**src/fsr_pkg.sv**
```systemverilog
// Shared types, codes and constants for the scratchpad residency tracker.
`timescale 1ns / 1ps

package fsr_pkg;

   // field widths fixed by the interface
   localparam int unsigned ADDR_W     = 32;
   localparam int unsigned BYTES_W    = 21;
   localparam int unsigned OUT_CNT_W  = 5;
   localparam int unsigned MAXE_W     = 5;
   localparam int unsigned CSR_IDX_W  = 2;
   localparam int unsigned ENTRY_W    = ADDR_W + BYTES_W;

   // bound on the footprint sum, 2**20 bytes; the 21-bit byte fields can express more
   localparam logic [BYTES_W-1:0] MAX_BYTES = BYTES_W'(1048576);

   // defaults
   localparam int unsigned DEF_MAX_SLOTS = 16;
   localparam logic [BYTES_W-1:0] CAP_RESET  = BYTES_W'(4096);
   localparam logic [MAXE_W-1:0]  MAXE_RESET = MAXE_W'(16);
   localparam logic               IGN_RESET  = 1'b1;

   // configuration register indexes
   localparam logic [CSR_IDX_W-1:0] CSR_CAPACITY    = 2'd0;
   localparam logic [CSR_IDX_W-1:0] CSR_MAX_ENTRIES = 2'd1;
   localparam logic [CSR_IDX_W-1:0] CSR_IGNORE      = 2'd2;

   typedef enum logic [1:0] {
      ST_HIT     = 2'd0,
      ST_LOADED  = 2'd1,
      ST_IGNORED = 2'd2,
      ST_ERROR   = 2'd3
   } status_type;

   typedef enum logic [1:0] {
      S_IDLE,
      S_SEARCH,
      S_EVICT,
      S_RESP
   } state_type;

   typedef struct packed {
      logic [BYTES_W-1:0] capacity;
      logic [MAXE_W-1:0]  max_entries;
      logic               ignore_oversized;
   } cfg_type;

endpackage

```
**src/fsr_ram.sv**
```systemverilog
// Generic single-write, single-read RAM with registered read data.
`timescale 1ns / 1ps

module fsr_ram #(
   parameter int unsigned WIDTH = 8,
   parameter int unsigned DEPTH = 16,
   localparam int unsigned AW = (DEPTH > 1) ? $clog2(DEPTH) : 1
) (
   input  logic             clock,
   input  logic             wr_en,
   input  logic [AW-1:0]    wr_addr,
   input  logic [WIDTH-1:0] wr_data,
   input  logic             rd_en,
   input  logic [AW-1:0]    rd_addr,
   output logic [WIDTH-1:0] rd_data
);

   logic [WIDTH-1:0] mem_ff [DEPTH];
   logic [WIDTH-1:0] rd_data_ff;

   // write port
   always_ff @(posedge clock) begin
      if (wr_en) begin
         mem_ff[wr_addr] <= wr_data;
      end
   end

   // registered read port
   always_ff @(posedge clock) begin
      if (rd_en) begin
         rd_data_ff <= mem_ff[rd_addr];
      end
   end

   assign rd_data = rd_data_ff;

endmodule

```
**src/fsr_csr.sv**
```systemverilog
// Configuration registers of the residency tracker.
`timescale 1ns / 1ps

module fsr_csr (
   input  logic                                clock,
   input  logic                                reset,
   input  logic                                csr_valid,
   output logic                                csr_ready,
   input  logic [fsr_pkg::CSR_IDX_W-1:0]       csr_index,
   input  logic [fsr_pkg::BYTES_W-1:0]         csr_wdata,
   output fsr_pkg::cfg_type                    cfg
);

   logic [fsr_pkg::BYTES_W-1:0] cap_ff,  cap_in;
   logic [fsr_pkg::MAXE_W-1:0]  maxe_ff, maxe_in;
   logic                        ign_ff,  ign_in;

   // always able to take a write
   assign csr_ready = 1'b1;

   // decode the register index
   always_comb begin
      cap_in  = cap_ff;
      maxe_in = maxe_ff;
      ign_in  = ign_ff;
      if (csr_valid) begin
         case (csr_index)
            fsr_pkg::CSR_CAPACITY:    cap_in  = csr_wdata;
            fsr_pkg::CSR_MAX_ENTRIES: maxe_in = csr_wdata[fsr_pkg::MAXE_W-1:0];
            fsr_pkg::CSR_IGNORE:      ign_in  = csr_wdata[0];
            default: begin
               cap_in = cap_ff;
            end
         endcase
      end
   end

   always_ff @(posedge clock) begin
      if (reset) begin
         cap_ff  <= fsr_pkg::CAP_RESET;
         maxe_ff <= fsr_pkg::MAXE_RESET;
         ign_ff  <= fsr_pkg::IGN_RESET;
      end else begin
         cap_ff  <= cap_in;
         maxe_ff <= maxe_in;
         ign_ff  <= ign_in;
      end
   end

   assign cfg.capacity         = cap_ff;
   assign cfg.max_entries      = maxe_ff;
   assign cfg.ignore_oversized = ign_ff;

endmodule

```
**src/fsr_ctrl.sv**
```systemverilog
// Sequencer: searches the resident ring, inserts misses and evicts oldest entries.
`timescale 1ns / 1ps

module fsr_ctrl #(
   parameter int unsigned MAX_SLOTS = fsr_pkg::DEF_MAX_SLOTS,
   localparam int unsigned SLOT_W = (MAX_SLOTS > 1) ? $clog2(MAX_SLOTS) : 1
) (
   input  logic                                clock,
   input  logic                                reset,
   input  fsr_pkg::cfg_type                    cfg,
   input  logic                                start,
   output logic                                busy,
   input  logic [fsr_pkg::ADDR_W-1:0]          req_func_address,
   input  logic [fsr_pkg::BYTES_W-1:0]         req_func_bytes,
   output logic                                ram_rd_en,
   output logic [SLOT_W-1:0]                   ram_rd_addr,
   input  logic [fsr_pkg::ENTRY_W-1:0]         ram_rd_data,
   output logic                                ram_wr_en,
   output logic [SLOT_W-1:0]                   ram_wr_addr,
   output logic [fsr_pkg::ENTRY_W-1:0]         ram_wr_data,
   output logic                                rsp_valid,
   output logic [1:0]                          rsp_status,
   output logic [fsr_pkg::OUT_CNT_W-1:0]       rsp_evicted_count,
   output logic [fsr_pkg::OUT_CNT_W-1:0]       rsp_entries_held,
   output logic [fsr_pkg::BYTES_W-1:0]         rsp_bytes_used
);

   // the count sits one above the slot count while an insert waits on its drop
   localparam int unsigned CNT_W = $clog2(MAX_SLOTS + 2);
   localparam int unsigned SUM_W = SLOT_W + 1;
   localparam int unsigned LIM_W = ((CNT_W > fsr_pkg::MAXE_W) ? CNT_W : fsr_pkg::MAXE_W) + 1;
   localparam int unsigned USED_W = fsr_pkg::BYTES_W + 1;

   // ring position: base plus offset, wrapped once
   function automatic logic [SLOT_W-1:0] slot_add(input logic [SLOT_W-1:0] base,
                                                  input logic [CNT_W-1:0]  offs);
      logic [SUM_W-1:0] sum;
      sum = SUM_W'(base) + SUM_W'(offs);
      if (sum >= SUM_W'(MAX_SLOTS)) begin
         sum = sum - SUM_W'(MAX_SLOTS);
      end
      return sum[SLOT_W-1:0];
   endfunction

   fsr_pkg::state_type          state_ff, state_in;
   fsr_pkg::status_type         status_ff, status_in;
   logic [fsr_pkg::ADDR_W-1:0]  addr_ff, addr_in;
   logic [fsr_pkg::BYTES_W-1:0] bytes_ff, bytes_in;
   logic [CNT_W-1:0]            evict_ff, evict_in;
   logic [CNT_W-1:0]            count_ff, count_in;
   logic [USED_W-1:0]           used_ff, used_in;
   logic [SLOT_W-1:0]           oldest_ff, oldest_in;
   logic [CNT_W-1:0]            age_ff, age_in;
   logic                        drop_ff, drop_in;
   logic                        ins_ff, ins_in;
   logic [SLOT_W-1:0]           wslot_ff, wslot_in;

   logic                        accept;
   logic                        oversized;
   logic [LIM_W-1:0]            limit;
   logic [fsr_pkg::BYTES_W-1:0] miss_bytes;
   logic                        miss_drop;
   logic                        miss_ins;
   logic                        miss_empty_zero;
   logic                        hit;
   logic                        last_age;
   logic                        miss_now;
   logic [fsr_pkg::BYTES_W-1:0] old_bytes;
   logic                        drop_now;

   assign accept    = start && (state_ff == fsr_pkg::S_IDLE);
   assign oversized = req_func_bytes > cfg.capacity;

   // effective table limit
   assign limit = (LIM_W'(cfg.max_entries) < LIM_W'(MAX_SLOTS)) ?
                  LIM_W'(cfg.max_entries) : LIM_W'(MAX_SLOTS);

   // miss decisions from the entry count before the step
   assign miss_bytes      = (state_ff == fsr_pkg::S_IDLE) ? req_func_bytes : bytes_ff;
   assign miss_drop       = (LIM_W'(count_ff) + LIM_W'(1) > limit) && (count_ff != '0);
   assign miss_empty_zero = (limit == '0) && (count_ff == '0);
   assign miss_ins        = !((limit == '0) && (count_ff <= CNT_W'(1)));

   // search compare on the returned entry
   assign hit      = ram_rd_data[fsr_pkg::ENTRY_W-1:fsr_pkg::BYTES_W] == addr_ff;
   assign last_age = age_ff == (count_ff - CNT_W'(1));

   // a miss is known on accept of an empty ring or at the last search compare
   assign miss_now = (accept && !oversized && (count_ff == '0)) ||
                     ((state_ff == fsr_pkg::S_SEARCH) && !hit && last_age);

   // eviction step on the oldest entry's footprint
   assign old_bytes = ram_rd_data[fsr_pkg::BYTES_W-1:0];
   assign drop_now  = drop_ff ||
                      ((used_ff > USED_W'(cfg.capacity)) && (count_ff != '0));

   // next state
   always_comb begin
      state_in = state_ff;
      case (state_ff)
         fsr_pkg::S_IDLE: begin
            if (accept) begin
               if (oversized) begin
                  state_in = fsr_pkg::S_RESP;
               end else if (count_ff == '0) begin
                  state_in = fsr_pkg::S_EVICT;
               end else begin
                  state_in = fsr_pkg::S_SEARCH;
               end
            end
         end
         fsr_pkg::S_SEARCH: begin
            if (hit) begin
               state_in = fsr_pkg::S_RESP;
            end else if (last_age) begin
               state_in = fsr_pkg::S_EVICT;
            end
         end
         fsr_pkg::S_EVICT: begin
            if (!drop_now) begin
               state_in = fsr_pkg::S_RESP;
            end
         end
         fsr_pkg::S_RESP: begin
            state_in = fsr_pkg::S_IDLE;
         end
         default: begin
            state_in = fsr_pkg::S_IDLE;
         end
      endcase
   end

   // datapath updates
   always_comb begin
      status_in = status_ff;
      addr_in   = addr_ff;
      bytes_in  = bytes_ff;
      evict_in  = evict_ff;
      count_in  = count_ff;
      used_in   = used_ff;
      oldest_in = oldest_ff;
      age_in    = age_ff;
      drop_in   = drop_ff;
      ins_in    = ins_ff;
      wslot_in  = wslot_ff;

      // latch the request
      if (accept) begin
         addr_in  = req_func_address;
         bytes_in = req_func_bytes;
         evict_in = '0;
         age_in   = '0;
         drop_in  = 1'b0;
         ins_in   = 1'b0;
         if (oversized) begin
            status_in = cfg.ignore_oversized ? fsr_pkg::ST_IGNORED : fsr_pkg::ST_ERROR;
         end
      end

      // advance the search
      if ((state_ff == fsr_pkg::S_SEARCH) && !hit && !last_age) begin
         age_in = age_ff + CNT_W'(1);
      end
      if ((state_ff == fsr_pkg::S_SEARCH) && hit) begin
         status_in = fsr_pkg::ST_HIT;
      end

      // insert as newest; the write itself waits for the response cycle
      if (miss_now) begin
         status_in = fsr_pkg::ST_LOADED;
         drop_in   = miss_drop;
         ins_in    = miss_ins;
         wslot_in  = slot_add(oldest_ff, count_ff);
         evict_in  = miss_empty_zero ? CNT_W'(1) : '0;
         if (miss_ins) begin
            count_in = count_ff + CNT_W'(1);
            used_in  = used_ff + USED_W'(miss_bytes);
         end
      end

      // drop the oldest entry
      if ((state_ff == fsr_pkg::S_EVICT) && drop_now) begin
         drop_in   = 1'b0;
         used_in   = used_ff - USED_W'(old_bytes);
         count_in  = count_ff - CNT_W'(1);
         oldest_in = slot_add(oldest_ff, CNT_W'(1));
         evict_in  = evict_ff + CNT_W'(1);
      end
   end

   // memory control and handshake outputs
   always_comb begin
      ram_rd_en   = 1'b0;
      ram_rd_addr = oldest_ff;
      ram_wr_en   = 1'b0;
      busy        = 1'b1;
      rsp_valid   = 1'b0;
      case (state_ff)
         fsr_pkg::S_IDLE: begin
            busy      = 1'b0;
            ram_rd_en = accept;
         end
         fsr_pkg::S_SEARCH: begin
            ram_rd_en = 1'b1;
            if (!last_age) begin
               ram_rd_addr = slot_add(oldest_ff, age_ff + CNT_W'(1));
            end
         end
         fsr_pkg::S_EVICT: begin
            ram_rd_en   = drop_now;
            ram_rd_addr = slot_add(oldest_ff, CNT_W'(1));
         end
         fsr_pkg::S_RESP: begin
            rsp_valid = 1'b1;
            ram_wr_en = ins_ff;
         end
         default: begin
            busy = 1'b1;
         end
      endcase
   end

   assign ram_wr_addr = wslot_ff;
   assign ram_wr_data = {addr_ff, bytes_ff};

   assign rsp_status        = status_ff;
   assign rsp_evicted_count = fsr_pkg::OUT_CNT_W'(evict_ff);
   assign rsp_entries_held  = fsr_pkg::OUT_CNT_W'(count_ff);
   assign rsp_bytes_used    = used_ff[fsr_pkg::BYTES_W-1:0];

   // control state
   always_ff @(posedge clock) begin
      if (reset) begin
         state_ff  <= fsr_pkg::S_IDLE;
         count_ff  <= '0;
         used_ff   <= '0;
         oldest_ff <= '0;
         drop_ff   <= 1'b0;
         ins_ff    <= 1'b0;
      end else begin
         state_ff  <= state_in;
         count_ff  <= count_in;
         used_ff   <= used_in;
         oldest_ff <= oldest_in;
         drop_ff   <= drop_in;
         ins_ff    <= ins_in;
      end
   end

   // request and result payload
   always_ff @(posedge clock) begin
      status_ff <= status_in;
      addr_ff   <= addr_in;
      bytes_ff  <= bytes_in;
      evict_ff  <= evict_in;
      age_ff    <= age_in;
      wslot_ff  <= wslot_in;
   end

   // between requests the ring never holds more than its slots
   a_count_bound: assert property (@(posedge clock) disable iff (reset)
      (state_ff == fsr_pkg::S_IDLE) |-> (count_ff <= CNT_W'(MAX_SLOTS)))
      else $error("entry count above slot count");

   // between requests the footprint sum fits the byte field
   a_used_bound: assert property (@(posedge clock) disable iff (reset)
      (state_ff == fsr_pkg::S_IDLE) |-> (used_ff <= USED_W'(fsr_pkg::MAX_BYTES)))
      else $error("bytes used out of range when idle");

   // search only compares live entries
   a_search_live: assert property (@(posedge clock) disable iff (reset)
      (state_ff == fsr_pkg::S_SEARCH) |-> (age_ff < count_ff))
      else $error("search beyond resident entries");

   // a drop always removes a resident entry
   a_drop_live: assert property (@(posedge clock) disable iff (reset)
      ((state_ff == fsr_pkg::S_EVICT) && drop_now) |-> (count_ff != '0))
      else $error("eviction on an empty ring");

   // a finished request leaves the block idle for the next one
   a_resp_idle: assert property (@(posedge clock) disable iff (reset)
      rsp_valid |=> (!rsp_valid && !busy))
      else $error("response not followed by idle");

endmodule

```
**src/fifo_scratchpad_residency_top.sv**
```systemverilog
// Top level of the FIFO scratchpad residency tracker.
`timescale 1ns / 1ps

// Usage
//   Request: drive req_func_address and req_func_bytes with start high; the
//   request is taken at a clock edge where start is high and busy is low.
//   busy stays high until the response cycle has passed.
//   Response: rsp_valid is high for exactly one cycle with rsp_status,
//   rsp_evicted_count, rsp_entries_held and rsp_bytes_used. The receiver
//   cannot hold it off; nothing waits on it.
//   Configuration: csr_valid/csr_ready with csr_index (0 capacity, 1 table
//   limit, 2 oversize mode) and csr_wdata; csr_ready is always high. Write
//   only while busy is low.
// Timing
//   Oversized request: response in the cycle after accept. Otherwise the
//   ring is searched first, one ring entry compared per cycle through the
//   entry memory's read port, stopping at a hit. For a miss, the eviction
//   state then drops oldest entries one at a time, as the table limit and
//   the capacity require, before the response.
// Reset
//   Synchronous, active high: the ring is emptied and the registers take
//   their defaults (4096 bytes, 16 entries, oversized ignored). The entry
//   memory itself is not cleared and needs no clearing pass.

module fifo_scratchpad_residency_top #(
   parameter int unsigned MAX_SLOTS = fsr_pkg::DEF_MAX_SLOTS
) (
   input  logic                                clock,
   input  logic                                reset,
   input  logic                                start,
   output logic                                busy,
   input  logic [fsr_pkg::ADDR_W-1:0]          req_func_address,
   input  logic [fsr_pkg::BYTES_W-1:0]         req_func_bytes,
   output logic                                rsp_valid,
   output logic [1:0]                          rsp_status,
   output logic [fsr_pkg::OUT_CNT_W-1:0]       rsp_evicted_count,
   output logic [fsr_pkg::OUT_CNT_W-1:0]       rsp_entries_held,
   output logic [fsr_pkg::BYTES_W-1:0]         rsp_bytes_used,
   input  logic                                csr_valid,
   output logic                                csr_ready,
   input  logic [fsr_pkg::CSR_IDX_W-1:0]       csr_index,
   input  logic [fsr_pkg::BYTES_W-1:0]         csr_wdata
);

   localparam int unsigned SLOT_W = (MAX_SLOTS > 1) ? $clog2(MAX_SLOTS) : 1;

   fsr_pkg::cfg_type             cfg;
   logic                         ram_rd_en;
   logic [SLOT_W-1:0]            ram_rd_addr;
   logic [fsr_pkg::ENTRY_W-1:0]  ram_rd_data;
   logic                         ram_wr_en;
   logic [SLOT_W-1:0]            ram_wr_addr;
   logic [fsr_pkg::ENTRY_W-1:0]  ram_wr_data;

   // configuration registers
   fsr_csr u_csr (
      .clock     (clock),
      .reset     (reset),
      .csr_valid (csr_valid),
      .csr_ready (csr_ready),
      .csr_index (csr_index),
      .csr_wdata (csr_wdata),
      .cfg       (cfg)
   );

   // resident entries: address and footprint per slot
   fsr_ram #(
      .WIDTH (fsr_pkg::ENTRY_W),
      .DEPTH (MAX_SLOTS)
   ) u_entry_ram (
      .clock   (clock),
      .wr_en   (ram_wr_en),
      .wr_addr (ram_wr_addr),
      .wr_data (ram_wr_data),
      .rd_en   (ram_rd_en),
      .rd_addr (ram_rd_addr),
      .rd_data (ram_rd_data)
   );

   // search, insert and evict sequencer
   fsr_ctrl #(
      .MAX_SLOTS (MAX_SLOTS)
   ) u_ctrl (
      .clock             (clock),
      .reset             (reset),
      .cfg               (cfg),
      .start             (start),
      .busy              (busy),
      .req_func_address  (req_func_address),
      .req_func_bytes    (req_func_bytes),
      .ram_rd_en         (ram_rd_en),
      .ram_rd_addr       (ram_rd_addr),
      .ram_rd_data       (ram_rd_data),
      .ram_wr_en         (ram_wr_en),
      .ram_wr_addr       (ram_wr_addr),
      .ram_wr_data       (ram_wr_data),
      .rsp_valid         (rsp_valid),
      .rsp_status        (rsp_status),
      .rsp_evicted_count (rsp_evicted_count),
      .rsp_entries_held  (rsp_entries_held),
      .rsp_bytes_used    (rsp_bytes_used)
   );

endmodule

```
**config.mk**
```make
export PLATFORM = sky130hd
export DESIGN_NAME = fifo_scratchpad_residency_top
export DESIGN_NICKNAME = d
export VERILOG_FILES = /design/src/fsr_pkg.sv /design/src/fsr_ram.sv /design/src/fsr_csr.sv /design/src/fsr_ctrl.sv /design/src/fifo_scratchpad_residency_top.sv
export SDC_FILE = /design/constraint.sdc
export NUM_CORES = 2
export LEC_CHECK = 0
export BUFFER_PORTS_ARGS = -buffer_cell sky130_fd_sc_hd__buf_2
export CORE_MARGIN = 2
export CORE_UTILIZATION = 25
export DETAILED_ROUTE_END_ITERATION = 10
export GPL_TIMING_DRIVEN = 1
export PLACE_DENSITY = 0.48
export SLEW_MARGIN = 5
export SYNTH_ARGS = -nofsm -noshare
export SYNTH_HDL_FRONTEND = slang
export SYNTH_SLANG_ARGS = --single-unit
export TNS_END_PERCENT = 50
```
**constraint.sdc**
```tcl
create_clock -name clock -period 7.04 [get_ports clock]
set_clock_uncertainty 0.2 [all_clocks]
set_input_delay 0.352 -clock clock [delete_from_list [all_inputs] [get_ports clock]]
set_output_delay 0.352 -clock clock [all_outputs]
set_load 0.005 [all_outputs]
```
==> results.ini <==
[status]
result_of_the_run = finished, final reports clean

[logic_synthesis]
synthesis.area_per_instance_um2 = 16.3
synthXorXnorAreaFrac_pct = 1.82
synth_compound_gate_area_share_pct = 2.57
synth-seq-cells = 1032
seq_area_frac_synth_pct = 68.1
synth_fp_nets = 2908
muxShareOfSynthArea_pct = 19.1
yosys_most_used_dff = sky130_fd_sc_hd__edfxtp_1
ys_warn_count = 0
synthesis.area_um2 = 44600
combinational_family_with_the_most_area_after_synthesis = multiplexers
synth_simple_gate_area_share_pct = 3.33
synth-edff-count = 968
yosys.area_share.adder_pct = 2.52
synth_cell_types = 68
number_of_instances_in_the_synthesized_netlist = 2740
synthArstFlopShare_pct = 0

[finish]
stdcell_area_um2 = 52200
multi_input_comb_area_um2 = 13300
filler_cell_count = 17500
register_area_um2 = 30300
final_cell_mix = sky130_fd_sc_hd__edfxtp_1 (968), sky130_fd_sc_hd__mux2i_1 (845), sky130_fd_sc_hd__buf_2 (114)
drive_gt1_share_pct = 11.6
syn2layout_area_growth_pct = 17.2
layout.nets = 3143
layout.cells.most_common = sky130_fd_sc_hd__edfxtp_1

[grt]
grt_antenna_before_repair = 6
first_global_vias = 23694
track_usage_pct = 11.9
grt_first_pass_wirelength_um = 160000
grt_max_degree = 67
grt_remaining_overflow = 0

[timing]
finalHoldViolCount = 0
totalNegativeSetupSlack_ps = 0
min_period_over_period_pct = 82.7
setup_repair_after_global_routing_missed_its_margin = no
tightest_slew_ps = 1120
finalMaxSlewViolations = 0
layout_min_cycle_time_ps = 5820
slew_headroom_pct = 25.1
final-setup-viol-count = 0
timing.fmax_ghz = 0.172

[setup_path]
timing.critical_path.fanout_max = 37
worst-setup-path-type = flop to flop
worst_r2r_startpoint = u_ctrl.state_ff[1]
cp-end-kind = flop
cp-start-kind = flop
timing.critical_path.arrival_ps = 6220
data_required_time_of_the_critical_path_ps = 7440
crit_start = u_ctrl.state_ff[1]

[drt]
routed-wl-met3_um = 4360
final_ant_viol_nets = 0
routed_via_density = 4.32
totalWireLength_um = 110000
drt_iter0_drc = 1316
dr_total_vias = 23313
routed_wire_length_per_instance_um = 20.4
highest-signal-layer = met4
routedLengthMet1_um = 51300
drt_drc_violations_left = 0
dr_wl_met2_um = 51500
firstDrtPassIters = 5

[die]
die_area_um2 = 182000
placeableCoreArea_um2 = 177000
placementRows = 154
start_util_pct = 25.2
io_pins = 116
chipWidth_um = 426
die_height_um = 426

[worst_hold_path]
min-delay-path-class = input pin to flop
min_delay_src = csr_valid

[flow_run]
max-cap-violations = 0

[cts]
cts_sinks = 1032
cts_made_buffers = 110
h-tree-depth = 3
cts-root-to-sink-buffers = 3
worst_setup_hold_path_clk_slew_ps = 60
worstSkewPairLatency_ps = 720
clock_tree_from_tritoncts = yes
clock_tree.root_cell = sky130_fd_sc_hd__clkbuf_16
post_cts_resized = 0

[pwr]
peak_supply_drop_v = 0.000215
power_density_nw_per_um2 = 343
power_leakage_nw = 18.4

[placed_design]
dpl-instance-area_um2 = 47800
place.detailed.hpwl_um = 61800
portBuffers = 114
routability_congestion_estimate_from_global_placement = 0.768

final cells by class:
type	count	area share, %
Antenna cell	1	0.00479
Clock buffer	143	5.67
Clock inverter	50	0.963
Inverter	45	0.328
Multi-Input combinational cell	1520	25.4
Sequential cell	1032	58.1
Tap cell	2340	5.61
Timing Repair Buffer	266	3.92
worst paths after layout:
| check | endpoint | slack [ps] | cells after the start |
|---|---|---|---|
| worst max-delay path | u_ctrl.used_ff[21] | 1220 | 22 |
| worst max register to register | u_ctrl.used_ff[21] | 1220 | 22 |
| worst min register to register | u_csr.cap_ff[10] | 250 | 2 |
| worst min-delay path | u_csr.maxe_ff[4] | 50 | 4 |
worst max-delay path: stages, from the launching register on:
cell and delay [ps]:
sky130_fd_sc_hd__dfxtp_1 320, sky130_fd_sc_hd__inv_1 100, sky130_fd_sc_hd__ha_2 300, sky130_fd_sc_hd__buf_4 430
sky130_fd_sc_hd__nor3b_1 320, sky130_fd_sc_hd__o211ai_1 250, sky130_fd_sc_hd__or4b_1 630, sky130_fd_sc_hd__nor2_1 190
sky130_fd_sc_hd__nand2_1 130, sky130_fd_sc_hd__or3_1 340, sky130_fd_sc_hd__nand3_1 90, sky130_fd_sc_hd__o21ai_1 70
sky130_fd_sc_hd__mux2i_1 150, sky130_fd_sc_hd__ha_1 310, sky130_fd_sc_hd__a21o_1 210, sky130_fd_sc_hd__a21oi_1 140
sky130_fd_sc_hd__nor2_1 70, sky130_fd_sc_hd__o41a_1 320, sky130_fd_sc_hd__a31oi_1 150, sky130_fd_sc_hd__a21oi_1 100
sky130_fd_sc_hd__or3_1 370, sky130_fd_sc_hd__a21oi_1 180, sky130_fd_sc_hd__mux2_1 330
metal layers:
| metal | GRT usage, % | up-vias |
|---|---|---|
| li1 | - | 10992 |
| met1 | 16.2 | 11731 |
| met2 | 19.6 | 426 |
| met3 | 2.07 | 164 |
| met4 | 3.37 | 0 |
| met5 | 0 | - |
report_power, final:
group | total [mW] | internal [mW] | switching, mW
clock | 5.65 | 3.24 | 2.41
sequential | 7.86 | 7.37 | 0.484
combinational | 4.41 | 1.87 | 2.54
synthesized netlist by cell type (all sizes together) (4+ instances only):
| library cell | n | area (um^2) |
|---|---|---|
| a211oi | 4 | 30.0 |
| a21o | 25 | 188 |
| a21oi | 75 | 375 |
| a31oi | 8 | 50.1 |
| and2 | 4 | 25.0 |
| and3 | 7 | 43.8 |
| buf | 111 | 865 |
| clkbuf | 32 | 121 |
| dfxtp | 64 | 1280 |
| edfxtp | 968 | 29100 |
| ha | 85 | 1060 |
| inv | 45 | 169 |
| mux2 | 4 | 45.0 |
| mux2i | 845 | 8460 |
| nand2 | 81 | 304 |
| nand2b | 8 | 50.1 |
| nand3 | 24 | 120 |
| nand3b | 5 | 41.3 |
| nand4 | 19 | 119 |
| nand4b | 4 | 35.0 |
| nor2 | 91 | 342 |
| nor2b | 12 | 75.1 |
| nor3 | 25 | 130 |
| nor3b | 4 | 30.0 |
| nor4 | 4 | 31.3 |
| o21a | 6 | 45.0 |
| o21ai | 26 | 130 |
| o22ai | 5 | 31.3 |
| or2 | 4 | 25.0 |
| or3 | 7 | 43.8 |
| xnor2 | 64 | 568 |
| xor2 | 28 | 245 |
sequential cells by signal, summed over array words and instances (netlist names):
| signal | count |
|---|---|
| u_entry_ram.mem_ff | 848 |
| u_entry_ram.rd_data | 53 |
| u_ctrl.addr_ff | 32 |
| u_ctrl.used_ff | 22 |
| u_csr.cap_ff | 21 |
| u_ctrl.bytes_ff | 21 |
| u_csr.maxe_ff | 5 |
| u_ctrl.age_ff | 5 |
| u_ctrl.rsp_entries_held | 5 |
| u_ctrl.rsp_evicted_count | 5 |
| u_ctrl.oldest_ff | 4 |
| u_ctrl.ram_wr_addr | 4 |
| u_ctrl.rsp_status | 2 |
| u_ctrl.state_ff | 2 |
| u_csr.ign_ff | 1 |
| u_ctrl.drop_ff | 1 |
| u_ctrl.ins_ff | 1 |
kinds of logic after synthesis:
group,Yosys count
AOI/OAI and AO/OA,183
DFF,1032
buffers and inverters,188
other,1
muxes,849
xor gates and xnor gates,92
and+or+nand+nor,307
adders and majority gates,88
metrics by stage:
step                hold WS, ps  total power, mW  utilization [%]  setup WS, ps  instances
floorplan                   236             11.1                -           764       2740
global placement            246             12.4             27.1          1220       5109
detailed placement          248             12.4             27.1          1240       5109
CTS                        7.02             18.2             29.6          1230       5396
global route               59.6             18.8             29.6           845       5396
finish                     54.9             17.9             29.6          1220       5397
timing repair:
item	4_1_cts	5_1_grt
buffers inserted	0	0
endpoints found under the hold margin	80	0
hold buffers	94	0
Power figures use the tool's default switching activity.
